--- src/rtl/core/assert_macros.svh ---
// Assertion macros used by the RTL top level.
`ifndef ASSERT_MACROS_SVH
`define ASSERT_MACROS_SVH
`ifndef SYNTH
// Clocked property, disabled while reset is low.
`define ASSERT_CLK(lbl, clk, rst_n, prop, msg) \
  lbl: assert property (@(posedge clk) disable iff (!rst_n) prop) else $error(msg);
// Condition that must never hold at a clock edge.
`define ASSERT_NEVER(lbl, clk, rst_n, cond, msg) \
  `ASSERT_CLK(lbl, clk, rst_n, !(cond), msg)
`else
`define ASSERT_CLK(lbl, clk, rst_n, prop, msg)
`define ASSERT_NEVER(lbl, clk, rst_n, cond, msg)
`endif
`endif

--- src/rtl/core/salwc_pkg.sv ---
// Package: geometry, payload and tag-row types for the LRU write-back cache tag store.
package salwc_pkg;

  localparam int NUM_SETS    = 256;
  localparam int NUM_WAYS    = 4;
  localparam int OFFSET_BITS = 6;
  localparam int ADDR_BITS   = 32;

  localparam int IDX_W = $clog2(NUM_SETS + 1) - 1;  // floor(log2(NUM_SETS))
  localparam int TAG_W = ADDR_BITS - OFFSET_BITS - IDX_W;
  localparam int WAY_W = (NUM_WAYS > 1) ? $clog2(NUM_WAYS) : 1;

  typedef enum logic {
    CMD_READ  = 1'b0,
    CMD_WRITE = 1'b1
  } cmd_e_t;

  typedef struct packed {
    logic [31:0] address;
    logic        command;
  } in_t;

  typedef struct packed {
    logic       hit;
    logic       writeback;
    logic [1:0] way_used;
  } out_t;

  typedef struct packed {
    logic             valid;
    logic             dirty;
    logic [TAG_W-1:0] tag;
    logic [WAY_W-1:0] rank;  // NUM_WAYS-1 = most recent, 0 = least recent
  } entry_t;

  typedef entry_t [NUM_WAYS-1:0] row_t;

  // Scan results handed from the compare unit to the update logic
  typedef struct packed {
    logic             hit;
    logic [WAY_W-1:0] hit_way;
    logic             inv_found;
    logic [WAY_W-1:0] inv_way;
    logic [WAY_W-1:0] lru_way;
  } scan_t;

  // Row contents of a set that has never been written
  function automatic row_t reset_row();
    row_t r;
    for (int w = 0; w < NUM_WAYS; w++) begin
      r[w].valid = 1'b0;
      r[w].dirty = 1'b0;
      r[w].tag   = '0;
      r[w].rank  = WAY_W'(w);
    end
    return r;
  endfunction

endpackage

--- src/rtl/core/salwc_way_scan.sv ---
// Shared compare unit: checks one way per cycle while step is high and accumulates hit, free and LRU way.
module salwc_way_scan (
  input  logic                      clk,
  input  logic                      rst_n,
  input  logic                      start,
  input  logic                      step,
  input  logic [salwc_pkg::WAY_W-1:0] way_idx,
  input  salwc_pkg::entry_t         entry,
  input  logic [salwc_pkg::TAG_W-1:0] tag,
  output salwc_pkg::scan_t          result
);

  salwc_pkg::scan_t scan_r, scan_nxt;
  logic             match;

  assign match = entry.valid && (entry.tag == tag);

  always_comb begin
    scan_nxt = scan_r;
    if (start) begin
      scan_nxt.hit       = 1'b0;
      scan_nxt.inv_found = 1'b0;
    end else if (step) begin
      // lowest matching way wins
      if (!scan_r.hit && match) begin
        scan_nxt.hit     = 1'b1;
        scan_nxt.hit_way = way_idx;
      end
      if (!scan_r.inv_found && !entry.valid) begin
        scan_nxt.inv_found = 1'b1;
        scan_nxt.inv_way   = way_idx;
      end
      // ranks form a permutation: exactly one way holds rank 0
      if (entry.rank == '0) begin
        scan_nxt.lru_way = way_idx;
      end
    end
  end

  always_ff @(posedge clk) begin
    if (!rst_n) begin
      scan_r <= '0;
    end else begin
      scan_r <= scan_nxt;
    end
  end

  assign result = scan_r;

endmodule

--- config.mk ---
export PLATFORM = sky130hd
export DESIGN_NAME = salwc_way_scan
export DESIGN_NICKNAME = d
export VERILOG_FILES = /design/src/rtl/core/assert_macros.svh /design/src/rtl/core/salwc_pkg.sv /design/src/rtl/core/salwc_way_scan.sv
export SDC_FILE = /design/constraint.sdc
export NUM_CORES = 1
export LEC_CHECK = 0
export ABC_AREA = 1
export BUFFER_PORTS_ARGS = -buffer_cell sky130_fd_sc_hd__buf_4
export CAP_MARGIN = 20
export CORE_MARGIN = 3
export CORE_UTILIZATION = 35
export CTS_CLUSTER_SIZE = 30
export DETAILED_ROUTE_END_ITERATION = 6
export PLACE_DENSITY = 0.79
export SYNTH_ARGS = -nofsm -noshare
export SYNTH_HDL_FRONTEND = slang
export SYNTH_SLANG_ARGS = --single-unit
--- constraint.sdc ---
create_clock -name clk -period 1.2 [get_ports clk]
set_clock_uncertainty 0.05 [all_clocks]
set_input_delay 0.12 -clock clk [delete_from_list [all_inputs] [get_ports clk]]
set_output_delay 0.12 -clock clk [all_outputs]
set_load 0.01 [all_outputs]
==> results of run 1 <==
-- cells in the mapped netlist, drive strengths merged --
cell type  number  area, um^2
nor4            1        6.26
nor3            2        15.0
xor2            3        26.3
o21ai           6        30.0
dfxtp           8         160
nand2          44         165
a21oi           2        10.0
inv            33         124
nor2           31         129
nand4           2        27.5
-- how the worst max path moves through the flow --
stage,startpoint,endpoint,slack (ns),cells past startpoint
2_1_floorplan,result[7]$_SDFFE_PP0P_,result[5]$_SDFFE_PN0P_,0.04,8
3_3_place_gp,result[7]$_SDFFE_PP0P_,result[5]$_SDFFE_PN0P_,0.04,8
3_5_place_dp,result[7]$_SDFFE_PP0P_,result[5]$_SDFFE_PN0P_,0.009,8
4_1_cts,result[7]$_SDFFE_PP0P_,result[5]$_SDFFE_PN0P_,0.02,9
5_1_grt,result[7]$_SDFFE_PP0P_,result[5]$_SDFFE_PN0P_,-0.08,9
6_report,result[7]$_SDFFE_PP0P_,result[6]$_SDFFE_PN0P_,0.05,9
-- per-stage QoR --
| step | util, % | cell area [um^2] | cells |
|---|---|---|---|
| finish | 64.4 | 1160 | 213 |
| global route | 64.4 | 1160 | 213 |
| CTS | 63.5 | 1140 | 213 |
| detailed placement | 62.3 | 1120 | 210 |
| floorplan | - | 693 | 132 |
| global placement | 62.3 | 1120 | 210 |
-- final cells by class --
| type | instances | area [um^2] |
|---|---|---|
| well taps | 25 | 31.3 |
| clock buffers | 3 | 22.5 |
| multi-input cells | 91 | 423 |
| flip-flops and latches | 8 | 161 |
| fillers | 180 | 642 |
| inverters | 33 | 124 |
| repair buffers | 53 | 398 |
-- logic make-up (layout without fill, tap and decap cells) --
| logic type | count (synthesis) | count (layout) | synth area share, % |
|---|---|---|---|
| buffers and inverters | 33 | 89 | 17.9 |
| flip-flops | 8 | 8 | 23.1 |
| AND/OR/NAND/NOR | 80 | 80 | 49.5 |
| XOR/XNOR | 3 | 3 | 3.79 |
| AO/OA/AOI/OAI | 8 | 8 | 5.77 |
-- metal layers --
metal  track usage (%)  vias to the layer above  routed length [um]
met2              28.7                       33                1020
met5                 0                        -                   0
met4              2.69                        0                   0
li1                  -                      493                   -
met1              16.5                      372                 761
met3              2.97                        0                 138
-- placed cells by master, fill, tap and decap left out --
cell type  instances
a21oi_1            1
a21oi_2            1
buf_4             53
clkbuf_4           3
dfxtp_1            7
dfxtp_2            1
inv_1             31
inv_2              2
nand2_1           44
nand4_1            1
nand4_4            1
nor2_1            28
nor2_2             1
nor2_4             2
nor3_2             2
nor4_1             1
o21ai_0            5
o21ai_1            1
xor2_1             3
-- worst max-delay path, delay by kind of cell, from the launching register on --
family           cells  cell delay [ns]
and+or+nand+nor      9             0.72
DFF                  1             0.32
-- power breakdown --
group          internal, mW  switching (mW)  total, mW
Sequential            0.273         0.00366      0.277
Clock                 0.115          0.0933      0.208
Combinational         0.142           0.108      0.250
Total                 0.529           0.205      0.734
-- timing repair --
item | in CTS | in global routing
setup endpoints to repair | 2 | 4
cloned | 0 | 0
pin swaps | 1 | 2
gates resized for setup | 0 | 4
hold buffers | 0 | 0
==> impl_metrics.ini, run 1 <==
[logic_synthesis]
synth_area_per_cell_um2 = 5.25
synth_fp_nets = 178
ys_ff_latch = 8
netlist_instances = 132
yosysSeqAreaShare_pct = 23.1
yosysUniqueCellTypes = 16
syn-cell-area_um2 = 693
ys_warn_count = 0

[place]
place_ws_ns = 0.00937
gp_congestion = 0.806
dp_hpwl_mm = 1.67
port_buffers = 52

[route]
routed_via_density = 4.22
drt-pass1-iter-count = 4
num_vias = 898
drt.antenna.violating_nets = 0
first_iter_violations = 17
drcViolationCount = 0
routedWlPerCell_um = 9.00
routed_wl_mm = 1.92

[cts]
clock_path_buffers = 2
cts_setup_buffers = 0
clkLatencyLatePin_ns = 0.26
cts_root_buffer = clkbuf_4
htreeDepth = 1
cts_num_sinks = 8
cts_buffers = 3
clk_pin_slew_ns = 0.06
cts_tree = yes

[power]
p_per_area_nw_per_um2 = 633
irDropWorstVdd_v = 0.000545
total_power_mw = 0.734
leakagePower_nw = 0.722

[global_routing]
grt_overflow = 0
grtUsageTotal_pct = 14.8
antenna_found_initial = 0
grt_max_degree = 8
grt_pass1_vias = 788
grt_pass1_wl_mm = 2.97

[floorplan]
die_x_um = 50.5
die-height_um = 50.5
coreArea_um2 = 1800
start_util_pct = 38.5
die_area_um2 = 2550
io_pins = 54
rows = 15

[sta]
hold_viol = 0
slew_violations = 0
setup_viol = 0
relSlewSlack_pct = 73.7
period_share_pct = 95.9
tns_ns = 0
finalCriticalPeriod_ns = 1.15
fmax_ghz = 0.869
worstMarginPinSlew_ns = 0.391
rsz0062_at_grt = true
fin_hold_ws_ns = 0.0614
layout_setup_ws_ns = 0.0489

[min_path]
hold_path_depth = 3
holdCritPathClass = input pin to register
worstHoldStart = way_idx[1]
hold_path_end = result[6]$_SDFFE_PN0P_

[critical_path]
crit_path_top_delay_cell = dfxtp_2
crit_chain = nor2_2, nand2_1, nor2_1, nand2_1, nor2_4, nand4_4, nand2_1, nand2_1, nor2_1
r2r_cells = 9
reg2reg_to = result[6]$_SDFFE_PN0P_
r2r_slack_ns = 0.05
end_kind = register
worst-setup-path-type = register to register
cpMostUsedCell = nand2_1
startpoint_type = register
crit-reg2reg-launch = result[7]$_SDFFE_PP0P_
cp_max_fo = 4
arrival_ns = 1.30
cpPeakStageDelay_ns = 0.32
required_ns = 1.35

[cells_and_area]
antenna_cells = 0
drive_above_1_share_pct = 35.1
largest_reg_flops = 8
areaGrowthSynthToFinish_pct = 67.3
final_nets = 236

[outcome]
status = completed

[run]
cap_violations = 0
No activity file was read; power rests on OpenSTA's default activity.
==> run 2, diff against run 1 <==
- CORE_UTILIZATION: 35 -> 36
- CTS_BUF_LIST: unset -> sky130_fd_sc_hd__clkbuf_2 sky130_fd_sc_hd__clkbuf_4 sky130_fd_sc_hd__clkbuf_8
- PLACE_DENSITY: 0.79 -> 0.81
==> run 2 against run 1 <==
Non-clock buffer count unchanged. Clock-buffer cell count unchanged. Sequential cell count unchanged. Design area down 0.54%. Highest routed layer is now met4.
==> impl_metrics.ini, run 2 (synthesis results as in run 1) <==
[sta]
fmax_ghz = 0.836
relSlewSlack_pct = 74.2
hold_viol = 0
rsz0062_at_grt = true
period_share_pct = 99.7
slew_violations = 0
finalCriticalPeriod_ns = 1.20
setup_viol = 0
fin_hold_ws_ns = 0.0589
worstMarginPinSlew_ns = 0.384

[route]
drt.antenna.violating_nets = 0
drt-pass1-iter-count = 4
first_iter_violations = 19
routed_wl_mm = 1.91
routed_via_density = 4.28
routedWlPerCell_um = 8.98
num_vias = 911
drcViolationCount = 0

[cells_and_area]
antenna_cells = 0
drive_above_1_share_pct = 34.6
areaGrowthSynthToFinish_pct = 66.4
final_nets = 236
largest_reg_flops = 8
final_area_um2 = 1150
fillCellCount = 181
layout_common_cells = 53 x buf_4, 43 x nand2_1, 31 x inv_1, 28 x nor2_1, 7 x dfxtp_1
layout_commonest_cell = buf_4

[place]
gp_congestion = 0.784
placed_area_um2 = 1120
port_buffers = 52
dp_hpwl_mm = 1.64

[floorplan]
die-height_um = 49.9
die_area_um2 = 2490
start_util_pct = 39.3
rows = 15
die_x_um = 49.9
coreArea_um2 = 1760
io_pins = 54

[critical_path]
crit_path_top_delay_cell = dfxtp_2
cpPeakStageDelay_ns = 0.32
critPathBufInv = 0
crit_family = simple AND/OR/NAND/NOR gates
startpoint_type = register
worst-setup-path-type = register to register
path_depth = 9
cp_max_fo = 4
crit_chain = nor2_2, nand2_1, nor2_1, nand2_1, nor2_4, nand4_4, nand2_1, nand2_1, nor2_1
cpMostUsedCell = nand2_1
r2r_cells = 9
arrival_ns = 1.35
end_kind = register
required_ns = 1.35

[power]
p_per_area_nw_per_um2 = 636
leakagePower_nw = 0.719
total_power_mw = 0.733
irDropWorstVdd_v = 0.000678

[global_routing]
grt_pass1_vias = 798
grt.met1_usage_pct = 17.7
grt_max_degree = 8
antenna_found_initial = 0
grt_util_met3_pct = 4.53
grt-busiest-layer = met2
grt_pass1_wl_mm = 3.04
grt_util_met2_pct = 27.1
grt_overflow = 0
grtUsageTotal_pct = 15.5

[min_path]
hold_path_depth = 3
holdCritPathClass = input pin to register

[outcome]
status = completed

[cts]
clkLatencyLatePin_ns = 0.26
cts_num_sinks = 8
cts_root_buffer = clkbuf_4
clock_path_buffers = 2
cts_tree = yes
clk_pin_slew_ns = 0.05
cts_buffers = 3
htreeDepth = 1
cts_setup_buffers = 0

[run]
cap_violations = 0
run 2: cell types whose count changed in the layout (fill, tap and decap cells not counted):
| cell | before | now |
|---|---|---|
| a21oi_1 | 1 | 2 |
| a21oi_2 | 1 | 0 |
| nand2_1 | 44 | 43 |
| nand2_2 | 0 | 1 |
| nor3_1 | 0 | 1 |
| nor3_2 | 2 | 1 |
run 2: final timing paths:
check	startpoint	end	slack, ns
max	result[7]$_SDFFE_PP0P_	result[5]$_SDFFE_PN0P_	0.004
min	way_idx[0]	result[5]$_SDFFE_PN0P_	0.06
max reg2reg	result[7]$_SDFFE_PP0P_	result[5]$_SDFFE_PN0P_	0.004
min reg2reg	result[4]$_SDFFE_PP0P_	result[4]$_SDFFE_PP0P_	0.43
run 2: worst register-to-register path, stage by stage, from the launching register on:
cell	delay (ns)
dfxtp_2	0.32
nor2_2	0.09
nand2_1	0.05
nor2_1	0.08
nand2_1	0.09
nor2_4	0.12
nand4_4	0.11
nand2_1	0.10
nand2_1	0.07
nor2_1	0.07
run 2: repair_timing:
item,in CTS,in global routing
setup endpoints to repair,2,3
gates resized for setup,1,2
pin swaps,0,2
hold endpoints to repair,0,0
hold buffers,0,0
run 2: routing by layer:
| layer | vias up | share of wire, % |
|---|---|---|
| met4 | 0 | 0.68 |
| li1 | 494 | - |
| met3 | 3 | 9.0 |
| met1 | 377 | 38 |
| met2 | 37 | 52 |
| met5 | - | 0 |
run 2: cell type report:
cell class	count	area [um^2]	share of cell area [%]
clock buffers	3	22.5	1.95
well taps	25	31.3	2.71
multi-input cells	91	417	36.1
inverters	33	124	10.7
repair buffers	53	398	34.5
flip-flops and latches	8	161	14.0
run 2: power by group:
part	total, mW	switching [mW]	internal (mW)	leakage (nW)
sequential	0.277	0.00385	0.273	0.0654
clock	0.208	0.0933	0.115	0.0138
combinational	0.249	0.107	0.141	0.640
total	0.733	0.205	0.529	0.719
run 2: per-stage QoR:
stage / setup TNS [ns] / util (%) / worst slack, ns / cells
3_3_place_gp: 0 / 63.6 / 0.0317 / 210
6_report: 0 / 65.4 / 0.00405 / 213
5_1_grt: -0.179 / 65.4 / -0.0984 / 213
4_1_cts: 0 / 65.2 / 0.00560 / 213
2_1_floorplan: 0 / - / 0.0364 / 132
3_5_place_dp: -0.00335 / 63.6 / -0.00335 / 210
